--- src/rtl/cts_pkg.sv ---
`timescale 1ns / 1ps
package cts_pkg;
   localparam int KEYWORD_MAX_LEN_DEF = 8;
   localparam int COUNT_BITS_DEF = 16;
   localparam int KW_NUM = 32;
   localparam int QUEUE_DEPTH = 4;

   localparam logic [3:0] K_KEYWORD = 4'd0;
   localparam logic [3:0] K_IDENT = 4'd1;
   localparam logic [3:0] K_OPER = 4'd2;
   localparam logic [3:0] K_DELIM = 4'd3;
   localparam logic [3:0] K_CHAR = 4'd4;
   localparam logic [3:0] K_STRING = 4'd5;
   localparam logic [3:0] K_NUMBER = 4'd6;
   localparam logic [3:0] K_ERROR = 4'd7;
   localparam logic [3:0] K_END = 4'd8;

   typedef struct packed {
      logic [7:0] source_byte;
      logic       end_of_input;
   } req_type;

   typedef struct packed {
      logic [3:0]  token_kind;
      logic [15:0] line_number;
      logic [15:0] token_length;
      logic [5:0]  token_code;
      logic        last_of_run;
   } rsp_type;

   // The one or two scanner events of one byte, before the back end splits them onto the result channel.
   typedef struct packed {
      logic    two;
      rsp_type ev0;
      rsp_type ev1;
   } evpair_type;

   function automatic logic [63:0] kw_text(input logic [4:0] i);
      case (i)
         5'd0: kw_text = "auto";
         5'd1: kw_text = "switch";
         5'd2: kw_text = "union";
         5'd3: kw_text = "void";
         5'd4: kw_text = "double";
         5'd5: kw_text = "case";
         5'd6: kw_text = "const";
         5'd7: kw_text = "default";
         5'd8: kw_text = "int";
         5'd9: kw_text = "enum";
         5'd10: kw_text = "float";
         5'd11: kw_text = "goto";
         5'd12: kw_text = "struct";
         5'd13: kw_text = "register";
         5'd14: kw_text = "short";
         5'd15: kw_text = "sizeof";
         5'd16: kw_text = "break";
         5'd17: kw_text = "typedef";
         5'd18: kw_text = "unsigned";
         5'd19: kw_text = "volatile";
         5'd20: kw_text = "else";
         5'd21: kw_text = "char";
         5'd22: kw_text = "continue";
         5'd23: kw_text = "do";
         5'd24: kw_text = "static";
         5'd25: kw_text = "extern";
         5'd26: kw_text = "for";
         5'd27: kw_text = "if";
         5'd28: kw_text = "long";
         5'd29: kw_text = "return";
         5'd30: kw_text = "signed";
         default: kw_text = "while";
      endcase
   endfunction

   function automatic logic [3:0] kw_len(input logic [4:0] i);
      logic [63:0] t;
      logic [3:0]  n;
      t = kw_text(i);
      n = 4'd0;
      for (int b = 0; b < 8; b++)
         if (t[b*8 +: 8] != 8'd0) n = n + 4'd1;
      kw_len = n;
   endfunction

   function automatic logic is_letter(input logic [7:0] c);
      is_letter = (c >= "a" && c <= "z") || (c >= "A" && c <= "Z");
   endfunction
   function automatic logic is_digit(input logic [7:0] c);
      is_digit = c >= "0" && c <= "9";
   endfunction
   function automatic logic is_hex(input logic [7:0] c);
      is_hex = is_digit(c) || (c >= "a" && c <= "f") || (c >= "A" && c <= "F");
   endfunction
endpackage

--- src/rtl/cts_if.sv ---
`timescale 1ns / 1ps
interface cts_req_if;
   logic             valid;
   logic             ready;
   cts_pkg::req_type payload;
   modport source (output valid, output payload, input ready);
   modport sink (input valid, input payload, output ready);
endinterface

interface cts_rsp_if;
   logic             valid;
   logic             ready;
   cts_pkg::rsp_type payload;
   modport source (output valid, output payload, input ready);
   modport sink (input valid, input payload, output ready);
endinterface

--- src/rtl/c_token_scanner_core.sv ---
`timescale 1ns / 1ps
// C token scanner. Feed source bytes on req (valid/ready); one byte is taken
// per cycle whenever the event queue has room. Each byte yields zero, one or
// two token events on rsp; last_of_run marks the final event of a byte. An
// item with end_of_input set yields one end event with the line count and
// returns the scanner to its start state.
// An event is registered in the event queue when its byte is taken and leaves on rsp from there.
// Throughput: one byte per cycle while the queue has room; a byte giving two events holds the
// result port for both of them in turn, and the four-entry event queue absorbs such bursts.
// When rsp stalls, the queue fills and req.ready drops; nothing is lost.
// Reset (synchronous) empties the queue, sets the line count to one and the
// automaton to its start state.
module c_token_scanner_core #(
   parameter int KEYWORD_MAX_LEN = cts_pkg::KEYWORD_MAX_LEN_DEF,
   parameter int COUNT_BITS = cts_pkg::COUNT_BITS_DEF
) (
   input logic       clock,
   input logic       reset,
   cts_req_if.sink   req,
   cts_rsp_if.source rsp
);
   logic                ev_valid, ev_ready;
   cts_pkg::evpair_type ev_item;

   cts_front #(.KEYWORD_MAX_LEN(KEYWORD_MAX_LEN), .COUNT_BITS(COUNT_BITS)) u_front (
      .clock(clock), .reset(reset),
      .in_valid(req.valid), .in_item(req.payload), .in_ready(req.ready),
      .ev_valid(ev_valid), .ev_item(ev_item), .ev_ready(ev_ready));

   cts_back #(.DEPTH(cts_pkg::QUEUE_DEPTH)) u_back (
      .clock(clock), .reset(reset),
      .ev_valid(ev_valid), .ev_item(ev_item), .ev_ready(ev_ready),
      .out_valid(rsp.valid), .out_item(rsp.payload), .out_ready(rsp.ready));

   a_end_last: assert property (@(posedge clock) disable iff (reset)
      rsp.valid && rsp.payload.token_kind == cts_pkg::K_END |-> rsp.payload.last_of_run)
      else $error("end event not last");
   a_end_zero: assert property (@(posedge clock) disable iff (reset)
      rsp.valid && rsp.payload.token_kind == cts_pkg::K_END |-> rsp.payload.token_length == 16'd0)
      else $error("end event with length");
   a_no_ev_ready: assert property (@(posedge clock) disable iff (reset)
      ev_valid && !ev_ready |-> !req.ready)
      else $error("byte taken with full queue");
endmodule

--- src/rtl/cts_front.sv ---
`timescale 1ns / 1ps
// Runs the automaton on one byte per cycle while ev_ready is high; a lookahead byte is rescanned in
// the same cycle from the start state, so up to two events leave per byte.
module cts_front #(
   parameter int KEYWORD_MAX_LEN = cts_pkg::KEYWORD_MAX_LEN_DEF,
   parameter int COUNT_BITS = cts_pkg::COUNT_BITS_DEF
) (
   input  logic                  clock,
   input  logic                  reset,
   input  logic                  in_valid,
   input  cts_pkg::req_type      in_item,
   output logic                  in_ready,
   output logic                  ev_valid,
   output cts_pkg::evpair_type   ev_item,
   input  logic                  ev_ready
);
   localparam int PW = $clog2(KEYWORD_MAX_LEN);
   localparam logic [COUNT_BITS-1:0] CMAX = {COUNT_BITS{1'b1}};
   localparam int KW_NUM_L = cts_pkg::KW_NUM;

   typedef struct packed {
      logic [5:0]            st;
      logic [COUNT_BITS-1:0] cnt;
      logic [COUNT_BITS-1:0] line;
      logic                  add;
      logic                  em;
      logic [3:0]            kind;
      logic [5:0]            code;
      logic                  again;
   } step_type;

   logic [5:0]            state_ff, state_in;
   logic [COUNT_BITS-1:0] count_ff, count_in, line_ff, line_in;
   logic [7:0]            prefix_ff [KEYWORD_MAX_LEN];

   assign in_ready = ev_ready;

   function automatic logic [15:0] sat16(input logic [COUNT_BITS-1:0] v);
      if (COUNT_BITS > 16 && (v >> 16) != '0) sat16 = 16'hFFFF;
      else sat16 = 16'(v);
   endfunction

   // keyword index of the current prefix, 6'h3F when none
   // keyword text is right-aligned: its last byte sits at the bottom of the word
   function automatic logic [5:0] kw_find(input logic [COUNT_BITS-1:0] n,
                                          input logic [8*KEYWORD_MAX_LEN-1:0] p);
      logic [5:0]  r;
      logic [63:0] t;
      logic [3:0]  l;
      logic        ok;
      r = 6'h3F;
      for (int i = KW_NUM_L - 1; i >= 0; i--) begin
         t = cts_pkg::kw_text(5'(i));
         l = cts_pkg::kw_len(5'(i));
         ok = n == COUNT_BITS'(l);
         for (int b = 0; b < 8; b++)
            if (b < int'(l) && p[b*8 +: 8] != t[(int'(l) - 1 - b) * 8 +: 8])
               ok = 1'b0;
         if (ok) r = 6'(i);
      end
      kw_find = r;
   endfunction

   logic [8*KEYWORD_MAX_LEN-1:0] pflat;
   always_comb begin
      for (int b = 0; b < KEYWORD_MAX_LEN; b++) pflat[b*8 +: 8] = prefix_ff[b];
   end

   function automatic step_type scan(input logic [5:0] s, input logic [COUNT_BITS-1:0] cnt,
                                     input logic [COUNT_BITS-1:0] ln, input logic [7:0] c,
                                     input logic [5:0] kwi);
      step_type r;
      logic [5:0] nx;
      logic ent, cl, la;
      logic [5:0] oc;
      r = '0;
      r.st = s; r.cnt = cnt; r.line = ln;
      nx = 6'd0; ent = 1'b0; cl = 1'b0; la = 1'b0; oc = 6'd0;
      case (s)
         6'd0: begin
            ent = 1'b1;
            if (c == "u") nx = 6'd31;
            else if (c == "U" || c == "L") nx = 6'd33;
            else if (cts_pkg::is_letter(c) || c == "_") nx = 6'd1;
            else if (cts_pkg::is_digit(c)) nx = 6'd2;
            else if (c == "<") nx = 6'd8;
            else if (c == ">") nx = 6'd10;
            else if (c == "=") nx = 6'd12;
            else if (c == "!") nx = 6'd13;
            else if (c == "&") nx = 6'd14;
            else if (c == "|") nx = 6'd15;
            else if (c == "+") nx = 6'd16;
            else if (c == "-") nx = 6'd17;
            else if (c == "*") nx = 6'd18;
            else if (c == "/") nx = 6'd19;
            else if (c == "%") nx = 6'd20;
            else if (c == "^") nx = 6'd21;
            else if (c == ".") nx = 6'd3;
            else if (c == 8'h27) nx = 6'd22;
            else if (c == "\"") nx = 6'd24;
            else begin
               ent = 1'b0;
               case (c)
                  "~": begin r.em = 1'b1; r.kind = cts_pkg::K_OPER; end
                  8'h0A: if (ln != CMAX) r.line = ln + 1'b1;
                  "@": begin r.add = 1'b1; r.em = 1'b1; r.kind = cts_pkg::K_ERROR; end
                  ";": begin r.em = 1'b1; r.kind = cts_pkg::K_DELIM; r.code = 6'd0; end
                  ",": begin r.em = 1'b1; r.kind = cts_pkg::K_DELIM; r.code = 6'd1; end
                  ":": begin r.em = 1'b1; r.kind = cts_pkg::K_DELIM; r.code = 6'd2; end
                  "?": begin r.em = 1'b1; r.kind = cts_pkg::K_DELIM; r.code = 6'd3; end
                  "[": begin r.em = 1'b1; r.kind = cts_pkg::K_DELIM; r.code = 6'd4; end
                  "]": begin r.em = 1'b1; r.kind = cts_pkg::K_DELIM; r.code = 6'd5; end
                  "(": begin r.em = 1'b1; r.kind = cts_pkg::K_DELIM; r.code = 6'd6; end
                  ")": begin r.em = 1'b1; r.kind = cts_pkg::K_DELIM; r.code = 6'd7; end
                  "{": begin r.em = 1'b1; r.kind = cts_pkg::K_DELIM; r.code = 6'd8; end
                  "}": begin r.em = 1'b1; r.kind = cts_pkg::K_DELIM; r.code = 6'd9; end
                  default: ;
               endcase
            end
         end
         6'd1: begin
            if (cts_pkg::is_letter(c) || cts_pkg::is_digit(c) || c == "_") begin
               ent = 1'b1; nx = 6'd1;
            end else begin
               r.em = 1'b1; r.again = 1'b1;
               if (kwi != 6'h3F) begin r.kind = cts_pkg::K_KEYWORD; r.code = kwi; end
               else r.kind = cts_pkg::K_IDENT;
            end
         end
         6'd2: begin
            if (cts_pkg::is_digit(c)) begin ent = 1'b1; nx = 6'd2; end
            else if (c == ".") begin ent = 1'b1; nx = 6'd3; end
            else if (c == "e" || c == "E") begin ent = 1'b1; nx = 6'd5; end
            else if (c == "x" || c == "X") begin ent = 1'b1; nx = 6'd29; end
            else if (c == "u" || c == "U" || c == "l" || c == "L") begin
               ent = 1'b1; nx = 6'd30;
            end else if (cts_pkg::is_letter(c)) begin
               r.add = 1'b1; r.em = 1'b1; r.kind = cts_pkg::K_ERROR;
            end else begin r.em = 1'b1; r.kind = cts_pkg::K_NUMBER; r.again = 1'b1; end
         end
         6'd3: begin
            if (cts_pkg::is_digit(c)) begin ent = 1'b1; nx = 6'd4; end
            else begin cl = 1'b1; la = 1'b1; oc = 6'd1; end
         end
         6'd4, 6'd7: begin
            if (cts_pkg::is_digit(c)) begin ent = 1'b1; nx = s; end
            else if (s == 6'd4 && (c == "e" || c == "E")) begin ent = 1'b1; nx = 6'd5; end
            else if (c == "f" || c == "F" || c == "l" || c == "L") begin
               r.add = 1'b1; r.em = 1'b1; r.kind = cts_pkg::K_NUMBER;
            end else begin r.em = 1'b1; r.kind = cts_pkg::K_NUMBER; r.again = 1'b1; end
         end
         6'd5: begin
            if (c == "+" || c == "-") begin ent = 1'b1; nx = 6'd6; end
            else if (cts_pkg::is_digit(c)) begin ent = 1'b1; nx = 6'd7; end
            else begin r.em = 1'b1; r.kind = cts_pkg::K_ERROR; r.again = 1'b1; end
         end
         6'd6: begin
            if (cts_pkg::is_digit(c)) begin ent = 1'b1; nx = 6'd7; end
            else begin r.em = 1'b1; r.kind = cts_pkg::K_ERROR; end
         end
         6'd8: begin
            if (c == "=") begin cl = 1'b1; oc = 6'd3; end
            else if (c == "<") begin ent = 1'b1; nx = 6'd9; end
            else begin cl = 1'b1; la = 1'b1; oc = 6'd2; end
         end
         6'd9: begin cl = 1'b1; la = c != "="; oc = (c == "=") ? 6'd5 : 6'd4; end
         6'd10: begin
            if (c == "=") begin cl = 1'b1; oc = 6'd7; end
            else if (c == ">") begin ent = 1'b1; nx = 6'd11; end
            else begin cl = 1'b1; la = 1'b1; oc = 6'd6; end
         end
         6'd11: begin cl = 1'b1; la = c != "="; oc = (c == "=") ? 6'd9 : 6'd8; end
         6'd12: begin cl = 1'b1; la = c != "="; oc = (c == "=") ? 6'd11 : 6'd10; end
         6'd13: begin cl = 1'b1; la = c != "="; oc = (c == "=") ? 6'd13 : 6'd12; end
         6'd14: begin
            cl = 1'b1;
            if (c == "&") oc = 6'd15;
            else if (c == "=") oc = 6'd16;
            else begin la = 1'b1; oc = 6'd14; end
         end
         6'd15: begin
            cl = 1'b1;
            if (c == "|") oc = 6'd18;
            else if (c == "=") oc = 6'd19;
            else begin la = 1'b1; oc = 6'd17; end
         end
         6'd16: begin
            cl = 1'b1;
            if (c == "+") oc = 6'd21;
            else if (c == "=") oc = 6'd22;
            else begin la = 1'b1; oc = 6'd20; end
         end
         6'd17: begin
            cl = 1'b1;
            if (c == "-") oc = 6'd24;
            else if (c == "=") oc = 6'd25;
            else if (c == ">") oc = 6'd26;
            else begin la = 1'b1; oc = 6'd23; end
         end
         6'd18: begin cl = 1'b1; la = c != "="; oc = (c == "=") ? 6'd28 : 6'd27; end
         6'd19: begin
            if (c == "=") begin cl = 1'b1; oc = 6'd30; end
            else if (c == "/") begin r.st = 6'd26; end
            else if (c == "*") begin r.st = 6'd27; end
            else begin cl = 1'b1; la = 1'b1; oc = 6'd29; end
         end
         6'd20: begin cl = 1'b1; la = c != "="; oc = (c == "=") ? 6'd32 : 6'd31; end
         6'd21: begin cl = 1'b1; la = c != "="; oc = (c == "=") ? 6'd34 : 6'd33; end
         6'd22, 6'd24: begin
            if ((s == 6'd22 && c == 8'h27) || (s == 6'd24 && c == "\"")) begin
               r.em = 1'b1;
               r.kind = (s == 6'd22) ? cts_pkg::K_CHAR : cts_pkg::K_STRING;
            end else if (c == 8'h5C) begin ent = 1'b1; nx = s + 6'd1; end
            else if (c == 8'h0A) begin
               r.em = 1'b1; r.kind = cts_pkg::K_ERROR; r.again = 1'b1;
            end else begin ent = 1'b1; nx = s; end
         end
         6'd23, 6'd25: begin
            if (c == "o" || c == "n" || c == "r" || c == "t" || c == "v" || c == "a" ||
                c == "b" || c == "f" || c == 8'h27 || c == "\"" || c == 8'h5C ||
                c == "?" || c == "0" || c == "1" || c == "x") begin
               ent = 1'b1; nx = s - 6'd1;
            end else begin r.em = 1'b1; r.kind = cts_pkg::K_ERROR; end
         end
         6'd26: begin
            if (c == 8'h0A) begin
               if (ln != CMAX) r.line = ln + 1'b1;
               r.st = 6'd0; r.cnt = '0;
            end
         end
         6'd27, 6'd28: begin
            if (s == 6'd28 && c == "/") begin r.st = 6'd0; r.cnt = '0; end
            else if (c == "*") r.st = 6'd28;
            else begin
               if (c == 8'h0A && ln != CMAX) r.line = ln + 1'b1;
               r.st = 6'd27;
            end
         end
         6'd29: begin
            if (cts_pkg::is_hex(c)) begin ent = 1'b1; nx = 6'd29; end
            else begin r.em = 1'b1; r.kind = cts_pkg::K_NUMBER; r.again = 1'b1; end
         end
         6'd30: begin
            if (c == "u" || c == "U" || c == "l" || c == "L") begin ent = 1'b1; nx = 6'd30; end
            else begin r.em = 1'b1; r.kind = cts_pkg::K_NUMBER; r.again = 1'b1; end
         end
         6'd31: begin
            ent = 1'b1;
            if (c == "\"") nx = 6'd24;
            else if (c == "8") nx = 6'd32;
            else if (c == 8'h27) nx = 6'd22;
            else nx = 6'd1;
         end
         6'd32: begin ent = 1'b1; nx = (c == "\"") ? 6'd24 : 6'd1; end
         6'd33: begin
            ent = 1'b1;
            if (c == "\"") nx = 6'd24;
            else if (c == 8'h27) nx = 6'd22;
            else nx = 6'd1;
         end
         default: begin r.st = 6'd0; r.cnt = '0; end
      endcase
      if (cl) begin
         r.em = 1'b1; r.kind = cts_pkg::K_OPER; r.code = oc; r.again = la;
      end
      if (ent) begin r.st = nx; r.add = 1'b1; end
      return r;
   endfunction

   step_type p1, p2;
   logic [COUNT_BITS-1:0] c1, c2;
   logic [5:0] kwi;
   logic [7:0] ch;
   logic fire;

   assign ch = in_item.source_byte;
   assign kwi = (count_ff > COUNT_BITS'(8)) ? 6'h3F : kw_find(count_ff, pflat);
   assign fire = in_valid && in_ready;

   always_comb begin
      p1 = scan(state_ff, count_ff, line_ff, ch, kwi);
      c1 = p1.cnt + ((p1.add && p1.cnt != CMAX) ? COUNT_BITS'(1) : '0);
      p2 = scan(6'd0, '0, p1.line, ch, 6'h3F);
      c2 = (p2.add) ? COUNT_BITS'(1) : '0;
      ev_item = '0;
      state_in = p1.st;
      count_in = c1;
      line_in = p1.line;
      ev_valid = 1'b0;
      if (in_item.end_of_input) begin
         ev_valid = in_valid;
         ev_item.ev0.token_kind = cts_pkg::K_END;
         ev_item.ev0.line_number = sat16(line_ff);
         ev_item.ev0.last_of_run = 1'b1;
         state_in = 6'd0; count_in = '0; line_in = COUNT_BITS'(1);
      end else begin
         ev_item.ev0.token_kind = p1.kind;
         ev_item.ev0.line_number = sat16(p1.line);
         ev_item.ev0.token_length = sat16(c1);
         ev_item.ev0.token_code = p1.code;
         ev_item.ev0.last_of_run = !(p1.again && p2.em);
         ev_item.ev1.token_kind = p2.kind;
         ev_item.ev1.line_number = sat16(p2.line);
         ev_item.ev1.token_length = sat16(c2);
         ev_item.ev1.token_code = p2.code;
         ev_item.ev1.last_of_run = 1'b1;
         if (p1.em) begin
            state_in = 6'd0; count_in = '0;
            ev_valid = in_valid;
            if (p1.again) begin
               ev_item.two = p2.em;
               state_in = p2.em ? 6'd0 : p2.st;
               count_in = p2.em ? '0 : c2;
               line_in = p2.line;
            end
         end
      end
   end

   always_ff @(posedge clock) begin
      if (reset) begin
         state_ff <= 6'd0;
         count_ff <= '0;
         line_ff <= COUNT_BITS'(1);
      end else if (fire) begin
         state_ff <= state_in;
         count_ff <= count_in;
         line_ff <= line_in;
      end
   end

   // prefix write: first pass adds at old count, rescan adds at zero
   always_ff @(posedge clock) begin
      if (fire && !in_item.end_of_input) begin
         if (p1.em && p1.again && p2.add && !p2.em) prefix_ff[0] <= ch;
         else if (p1.add && count_ff < COUNT_BITS'(KEYWORD_MAX_LEN))
            prefix_ff[PW'(count_ff)] <= ch;
      end
   end
endmodule

--- src/rtl/cts_back.sv ---
`timescale 1ns / 1ps
// Queue of event pairs, unpacked one item per cycle onto the result channel while out_ready is high.
module cts_back #(
   parameter int DEPTH = cts_pkg::QUEUE_DEPTH
) (
   input  logic                clock,
   input  logic                reset,
   input  logic                ev_valid,
   input  cts_pkg::evpair_type ev_item,
   output logic                ev_ready,
   output logic                out_valid,
   output cts_pkg::rsp_type    out_item,
   input  logic                out_ready
);
   localparam int AW = $clog2(DEPTH);
   cts_pkg::evpair_type q_ff [DEPTH];
   logic [AW-1:0] wr_ff, rd_ff;
   logic [AW:0]   fill_ff;
   logic          half_ff;
   logic          push, pop;

   assign ev_ready = fill_ff != (AW+1)'(DEPTH);
   assign push = ev_valid && ev_ready;
   assign out_valid = fill_ff != '0;
   assign out_item = half_ff ? q_ff[rd_ff].ev1 : q_ff[rd_ff].ev0;
   // pop the pair after its last half leaves
   assign pop = out_valid && out_ready && (half_ff || !q_ff[rd_ff].two);

   always_ff @(posedge clock) begin
      if (reset) begin
         wr_ff <= '0; rd_ff <= '0; fill_ff <= '0; half_ff <= 1'b0;
      end else begin
         if (push) wr_ff <= wr_ff + 1'b1;
         if (pop) rd_ff <= rd_ff + 1'b1;
         fill_ff <= fill_ff + (push ? 1'b1 : 1'b0) - (pop ? 1'b1 : 1'b0);
         if (out_valid && out_ready) half_ff <= !pop;
      end
   end

   always_ff @(posedge clock) begin
      if (push) q_ff[wr_ff] <= ev_item;
   end
endmodule
--- src/flat_wrapper.sv ---
// flat-port wrapper written by rule: the top's interface ports become plain ports
module c_token_scanner_core_flat 
#(
   parameter int KEYWORD_MAX_LEN = cts_pkg::KEYWORD_MAX_LEN_DEF,
   parameter int COUNT_BITS = cts_pkg::COUNT_BITS_DEF
)
  (clock, reset, req_valid, req_payload, req_ready, rsp_valid, rsp_payload, rsp_ready);
  cts_req_if req_i ();
  cts_rsp_if rsp_i ();
  input logic clock;
  input logic reset;
  input wire logic [$bits(req_i.valid)-1:0] req_valid;
  input wire logic [$bits(req_i.payload)-1:0] req_payload;
  output wire logic [$bits(req_i.ready)-1:0] req_ready;
  output wire logic [$bits(rsp_i.valid)-1:0] rsp_valid;
  output wire logic [$bits(rsp_i.payload)-1:0] rsp_payload;
  input wire logic [$bits(rsp_i.ready)-1:0] rsp_ready;
  assign req_i.valid = req_valid;
  assign req_i.payload = req_payload;
  assign req_ready = req_i.ready;
  assign rsp_valid = rsp_i.valid;
  assign rsp_payload = rsp_i.payload;
  assign rsp_i.ready = rsp_ready;
  c_token_scanner_core #(.KEYWORD_MAX_LEN(KEYWORD_MAX_LEN), .COUNT_BITS(COUNT_BITS)) u_core (.clock(clock), .reset(reset), .req(req_i), .rsp(rsp_i));
endmodule
--- config.mk ---
export PLATFORM = sky130hd
export DESIGN_NAME = c_token_scanner_core_flat
export DESIGN_NICKNAME = d
export VERILOG_FILES = /design/src/rtl/cts_pkg.sv /design/src/rtl/cts_if.sv /design/src/rtl/c_token_scanner_core.sv /design/src/rtl/cts_front.sv /design/src/rtl/cts_back.sv /design/src/flat_wrapper.sv
export SDC_FILE = /design/constraint.sdc
export NUM_CORES = 1
export LEC_CHECK = 0
export BUFFER_PORTS_ARGS = -buffer_cell sky130_fd_sc_hd__buf_2
export CAP_MARGIN = 40
export CORE_ASPECT_RATIO = 0.7
export CORE_MARGIN = 1
export CORE_UTILIZATION = 50
export CTS_BUF_LIST = sky130_fd_sc_hd__clkbuf_8 sky130_fd_sc_hd__clkbuf_16
export CTS_CLUSTER_SIZE = 40
export DETAILED_ROUTE_END_ITERATION = 8
export GPL_TIMING_DRIVEN = 0
export PLACE_DENSITY = 0.73
export SETUP_SLACK_MARGIN = 0.05
export SYNTH_ARGS = -nofsm -noshare
export SYNTH_HDL_FRONTEND = slang
export SYNTH_SLANG_ARGS = --single-unit
--- constraint.sdc ---
create_clock -name clock -period 9.6 [get_ports clock]
set_clock_uncertainty 0.05 [all_clocks]
set_input_delay 0.48 -clock clock [delete_from_list [all_inputs] [get_ports clock]]
set_output_delay 0.48 -clock clock [all_outputs]
set_load 0.01 [all_outputs]
# Yosys cells after proc, flatten, opt, wreduce, memory -nomap -nowiden
# Memory sizes are Yosys's and may differ from the RTL's. A register that Yosys moved wholly into a read port is not among the register bits.
# Index checks and enable logic that the tools add are counted.
totals:
  reg_bits: 46
  ram_bits: 412
  inputBits: 13
  output_inout_bits: 45
  wordCells: 751
  mem_count: 2
memory_table:
  columns: ["name", "words", "word_bits", "rd", "rd_clocked_by_memory_dff", "wr", "line", "text"]
  rows:
  - ["u_core.u_back.q_ff", 4, 87, 1, 1, 1, "cts_back.sv:16", "cts_pkg::evpair_type q_ff [DEPTH];"]
  - ["u_core.u_front.prefix_ff", 8, 8, 8, 0, 1, "cts_front.sv:34", "logic [7:0] prefix_ff [KEYWORD_MAX_LEN];"]
classes:
  n_addsub: 9
  order_cmp: 10
  eq_ne: 189
  n_mux: 461
  n_reduce_logical: 73
op_table:
  columns: ["operator", "n"]
  rows:
  - ["28-bit 2-to-1 mux", 38]
  - ["8-bit by 7-bit != test with 1-bit output, second input constant", 87]
  - ["6-bit 2-to-1 mux", 88]
  - ["1-bit 2-to-1 mux", 263]
  - ["8-bit by 7-bit equality test with 1-bit output, second input constant", 27]
  - ["16-bit 2-to-1 mux", 13]
  - ["8-bit by 6-bit equality test with 1-bit output, second input constant", 22]
  - ["5-bit 2-to-1 mux", 20]
  - ["6-bit by 5-bit equality test with 1-bit output, second input constant", 16]
  - ["16-bit case mux with 3 select lines", 2]
  - ["6-bit case mux with 16 select lines", 1]
  - ["6-bit case mux with 15 select lines", 1]
  - ["43-bit 2-to-1 mux", 2]
  - ["16-bit by 3-bit equality test with 1-bit output, second input constant", 4]
  - ["5-bit case mux with 10 select lines", 1]
  - ["6-bit by 4-bit equality test with 1-bit output, second input constant", 8]
  - ["16-bit != test, second input constant", 3]
  - ["38-bit 2-to-1 mux", 1]
  - ["4-bit case mux with 9 select lines", 1]
  - ["16-bit by 1-bit adder with 16-bit output, second input constant", 2]
  - ["16-bit by 2-bit equality test with 1-bit output, second input constant", 2]
  - ["8-bit by 7-bit less-or-equal comparator with 1-bit output, second input constant", 4]
  - ["1-bit logical OR", 32]
  - ["31-bit OR reduction", 1]
  - ["other kinds (52)", 103]

# Logic depth before layout (Yosys ltp)
depth:
  word_depth: 53
  depth_mapped: 21
  depth_no_buf: 20

# By module
# A second synthesis with hierarchy kept.
hier_totals:
  cells_unflattened: 1885
  area_unflattened_um2: 23824.1
by_module_without_submodules:
  columns: ["module", "instances", "cells_per_inst", "area_each_um2", "seq_area_each_um2"]
  rows:
  - ["cts_back", 1, 559, 13651.8, 10650.2]
  - ["cts_front", 1, 1326, 10172.3, 2682.6]

# Worst setup path before layout
# Ideal clock, no wire load.
synth_timing:
  path_kind: "in2reg"
  from: "input port req_payload[1]"
  to: "memory u_core.u_back.q_ff[0][0] (netlist bit), enable pin"
  setup_time_ns: 0.435
  arrival_ns: 4.418
  required_time_ns: 9.115
  setup_slack_ns: 4.698
  path_stages: 9
  n_path_buf: 3
  cell_sequence: "buf_2 -> buf_2 -> buf_2 -> o211ai_1 -> a2111oi_1 -> a221oi_1 -> and4bb_2 -> a41oi_1 -> and2_1"
synth_via:
  elab_chain_len: 29
  elab_cells_between_ends: 145
  cone_classes: "order compare (8); eq/ne (48); mux (51); reduce/logical (38)"
synth_rtl:
  columns: ["element", "line", "text"]
  rows:
  - ["start, declared", "flat_wrapper.sv:13", "input wire logic [$bits(req_i.payload)-1:0] req_payload;"]
  - ["8-bit by 6-bit equality test with 1-bit output (tied with other cells)", "cts_front.sv:103, cts_front.sv:221", null]
  - ["10-bit OR reduction (no line)", null, null]
  - ["5-bit case mux with 3 select lines", "cts_front.sv:103", "case (c)"]
  - ["28-bit 2-to-1 mux", "cts_front.sv:100", "else if (c == \"\\\"\") nx = 6'd24;"]
  - ["28-bit 2-to-1 mux", "cts_front.sv:99", "else if (c == 8'h27) nx = 6'd22;"]
  - ["28-bit 2-to-1 mux", "cts_front.sv:98", "else if (c == \".\") nx = 6'd3;"]
  - ["28-bit 2-to-1 mux", "cts_front.sv:97", "else if (c == \"^\") nx = 6'd21;"]
  - ["28-bit 2-to-1 mux", "cts_front.sv:96", "else if (c == \"%\") nx = 6'd20;"]
  - ["[13 not listed]", null, null]
  - ["28-bit 2-to-1 mux", "cts_front.sv:82", "if (c == \"u\") nx = 6'd31;"]
  - ["5-bit case mux with 10 select lines", "cts_front.sv:79", "case (s)"]
  - ["12-bit 2-to-1 mux *", "cts_front.sv:263", "if (cl) begin"]
  - ["1-bit 2-to-1 mux *", "cts_front.sv:307", "if (p1.em) begin"]
  - ["1-bit 2-to-1 mux *", "cts_front.sv:290", "if (in_item.end_of_input) begin"]
  - ["1-bit logical AND *", "cts_back.sv:23", "assign push = ev_valid && ev_ready;"]
  - ["1-bit 2-to-1 mux *", "cts_back.sv:41", "if (push) q_ff[wr_ff] <= ev_item;"]
  - ["1-bit 2-to-1 mux (implied by the code) *", "cts_back.sv:41", null]
  - ["end, declared", "cts_back.sv:16", null]
# Mark *: on every way between the ends. The rest lies on a longest branch, timed or not.

# Worst setup path in the final report
layout_timing:
  from: "register u_core.u_front.state_ff[0]"
  to: "register u_core.u_front.count_ff[13]"
layout_via:
  elab_chain_len: 11
  elab_cells_between_ends: 67
  cone_classes: "add/sub (1); eq/ne (34); mux (17); reduce/logical (15)"
layout_rtl:
  columns: ["element", "line", "text"]
  rows:
  - ["start, declared", "cts_front.sv:32", "logic [5:0] state_ff, state_in;"]
  - ["start signal, assigned", "cts_front.sv:326", "state_ff <= state_in;"]
  - ["parallel branches: the longest is 9 deep, another holds 16-bit by 1-bit adder with 16-bit output", null, null]
  - ["16-bit 2-to-1 mux *", "cts_front.sv:307", null]
  - ["16-bit 2-to-1 mux *", "cts_front.sv:290", null]
  - ["end signal, assigned", "cts_front.sv:327", "count_ff <= count_in;"]
  - ["end, declared", "cts_front.sv:33", "logic [COUNT_BITS-1:0] count_ff, count_in, line_ff, line_in;"]
# Mark *: on every way between the ends.
# A chain may end at the register's enable or synchronous reset.

==> results.yml <==
worst_setup_path:
  path_max_fanout: 10
  path_buf_inv: 5
  cp-end-kind: "flip-flop"
  max_stage_delay_ns: 0.61
  slowest_stage: "o21ai_1"
  required_ns: 9.97
  critPathTopFamily: "simple AND/OR/NAND/NOR gates"
  crit_arrival_ns: 6.34
  start_kind: "flip-flop"
  cp_cell_sequence: "inv_1 -> ha_1 -> clkbuf_1 -> clkbuf_1 -> o21ai_1 -> nor4bb_1 -> nand3_1 -> nor3_1 -> clkbuf_1 -> nor2_1 -> a41oi_1 -> ha_1 -> nand2_1 -> inv_1 -> o311ai_0 -> nor4b_1 -> xnor2_1 -> nor2_1 -> a22oi_1 -> nor2_1"
  ff2ff_setup_slack_ns: 3.63
  crit_type: "reg2reg"
layout:
  final_nets: 2012
  regArea_sq_um: 11200
  areaGrowthSynthToFinish_pct: 11.4
  fill_cells: 3387
  final-instance-count-excl-fill: 2554
  drive_gt1_frac: 0.155
  insertedDiodeCount: 0
  multiInputGateArea_sq_um: 9550
power_and_ir_drop:
  peakVddDrop_mv: 0.148
  power_mw: 4.29
  p_seq_frac: 0.451
  leakage_nw: 7.87
  netSwitchingPower_mw: 1.23
  p_comb_frac: 0.209
  p_int_mw: 3.05
  swShare: 0.288
  pwr-share-clk: 0.340
  p_per_area_nw_per_um2: 181
cts:
  cts_tree: "done"
  ctsHoldBuffers: 0
  cts.sinks: 388
  post_cts_resize_count: 0
  clock-root-buffer: "clkbuf_16"
  cts_buffers: 37
  cts_max_level: 2
  cts.path.max_buffers: 3
  clkLatencyLatePin_ns: 0.57
  post_cts_buffers: 0
  clk_pin_slew_ns: 0.07
global_routing:
  antenna_found_initial: 2
  grt_use_total: 0.339
  grt_overflow: 0
  grt_pass1_wl_microns: 108000
  grt_max_degree: 43
  grt_pass1_vias: 16100
sta:
  setup_tns_ns: 0
  finalMaxSlewViolations: 0
  finalHoldViolations: 0
  rsz0062_at_grt: "no"
  setup-violations-final: 0
  tightestPinTransition_ns: 1.04
  max_slew_margin: 0.309
  fmax_mhz: 168
  setup_ws_ns: 3.63
  final.period_utilization: 0.622
  timing.final.crit_period_ns: 5.97
yosys:
  avgSynthCellArea_sq_um: 11.4
  ys.flop_type: "edfxtp_1"
  ys_warn_count: 0
  synth_fp_nets: 1893
  async_reset_ff_frac: 0
  synth_cells: 1864
  ys_seq_area_frac: 0.524
  ys_seq_elements: 388
  synth.distinct_cells: 112
  synth.cell_area_sq_um: 21300
  synth_edf_count: 340
floorplan:
  num_rows: 62
  design.core.area_sq_um: 41500
  ios: 58
  fp.dieW_microns: 249
  initial_core_util: 0.514
  dieArea_sq_um: 43500
  die_y_microns: 175
routing:
  drt_iter0_markers: 2244
  first_pass_iters: 6
  routed_via_density: 6.78
  vias: 17300
  drc: 0
  drt_wl_total_microns: 73900
  wire_per_inst_microns: 28.9
  antenna_left: 0
job:
  drv_cap: 0
place:
  dp_hpwl_microns: 56100
  port_buffers: 57
  gp_congestion: 1.02
  dpl.cell_count: 2488
  dp_slack_ns: 3.80
status:
  outcome: "finished clean"
worst_hold_path:
  worst_hold_path_type: "in2reg"
==> power groups by stage <==
| stage | registers, mW | clock network [mW] | logic [mW] |
|---|---|---|---|
| after floorplan | 1.96 | 0 | 0.560 |
| after global placement | 1.97 | 0 | 0.845 |
| after detailed placement | 1.97 | 0 | 0.888 |
| after CTS | 1.93 | 1.46 | 0.895 |
| after global routing | 1.94 | 1.52 | 0.960 |
| final | 1.93 | 1.46 | 0.897 |
==> per-stage QoR <==
stage	instance area, sq um	utilization	hold WS [ns]
floorplan	21300	-	0.416
global placement	22300	0.537	0.433
detailed placement	22600	0.544	0.460
CTS	23800	0.572	0.0884
global route	23800	0.572	0.0992
finish	23800	0.572	0.105
==> worst paths after layout <==
path | from | to | cells after the start
worst max-delay path | u_core.u_front.state_ff[0] | u_core.u_front.count_ff[13] | 20
worst min-delay path | req_payload[0] | u_core.u_back.q_ff[0][85] | 1
worst max register to register | u_core.u_front.state_ff[0] | u_core.u_front.count_ff[13] | 20
worst min register to register | u_core.u_back.wr_ff[0] | u_core.u_back.wr_ff[0] | 2
==> cells in the mapped netlist, types with 24 or more instances <==
cell type,n,area [sq um]
edfxtp_1,340,10200
nand2_1,211,792
nor2_1,155,582
nand3_1,75,375
mux4_2,69,1550
clkbuf_1,65,244
a21oi_1,56,280
nor3_1,55,275
o21ai_0,55,275
nand4_1,49,307
dfxtp_1,48,961
and2_1,38,238
xnor2_1,31,272
nor4_1,30,188
buf_2,28,140
nor2b_1,28,175
and3_1,26,163
xor2_1,26,228
inv_1,25,93.8
a22oi_1,24,180
==> cells in the final DEF, fill, tap and decap left out, drive strengths merged, types with 19 or more instances in the layout <==
cell type / instances
nand3: 76
nand4: 50
edfxtp: 340
o21ai: 64
a22oi: 24
nor2: 155
a21oi: 56
nor4b: 22
and3: 26
clkbuf: 107
mux4: 69
or2: 19
nor4: 33
nand2: 213
buf: 124
nor3: 56
nor4bb: 20
and2: 40
xnor2: 31
dfxtp: 48
inv: 40
nor2b: 28
a31oi: 21
xor2: 27
==> kinds of logic after synthesis <==
kind of cell,Yosys count,share of synthesized area
buffers and inverters,143,0.0291
AND/OR/NAND/NOR,870,0.227
adder cells (fa/ha/maj),16,0.00974
flip-flops,388,0.524
AO/OA/AOI/OAI,297,0.101
XOR/XNOR,58,0.0242
multiplexers,92,0.0846
==> layer usage <==
| layer | global-route usage | up-vias | part of all wire |
|---|---|---|---|
| li1 | - | 7483 | - |
| met1 | 0.551 | 8666 | 0.47 |
| met2 | 0.436 | 1055 | 0.38 |
| met3 | 0.100 | 104 | 0.14 |
| met4 | 0.0626 | 2 | 0.017 |
| met5 | 0 | - | 0.00018 |
==> registers in the layout, indices dropped and copies added (netlist names), named ones only <==
name	count
u_core.u_back.q_ff	276
u_core.u_front.count_ff	16
u_core.u_back.rd_ff	2
u_core.u_front.line_ff	16
u_core.u_back.fill_ff	3
u_core.u_front.state_ff	6
u_core.u_back.wr_ff	2
u_core.u_front.prefix_ff	64
u_core.u_back.half_ff	1
==> worst register-to-register path: cells and delay by family, from the launching register on <==
family                   cells  cell delay (ns)
AO/OA/AOI/OAI                4             1.31
XOR/XNOR                     1             0.17
adder cells (fa/ha/maj)      2             0.49
buffers and inverters        5             1.33
flip-flops                   1             0.42
AND/OR/NAND/NOR              8             2.07
==> area by class of cell <==
class	count	area share
plain buffers	116	0.0219
clock buffers	39	0.0401
clock inverters	27	0.00980
inverters	27	0.00427
multi-input cells	1333	0.402
flip-flops and latches	388	0.470
well taps	544	0.0287
repair buffers	80	0.0231
No activity file was read; power rests on OpenSTA's default activity.
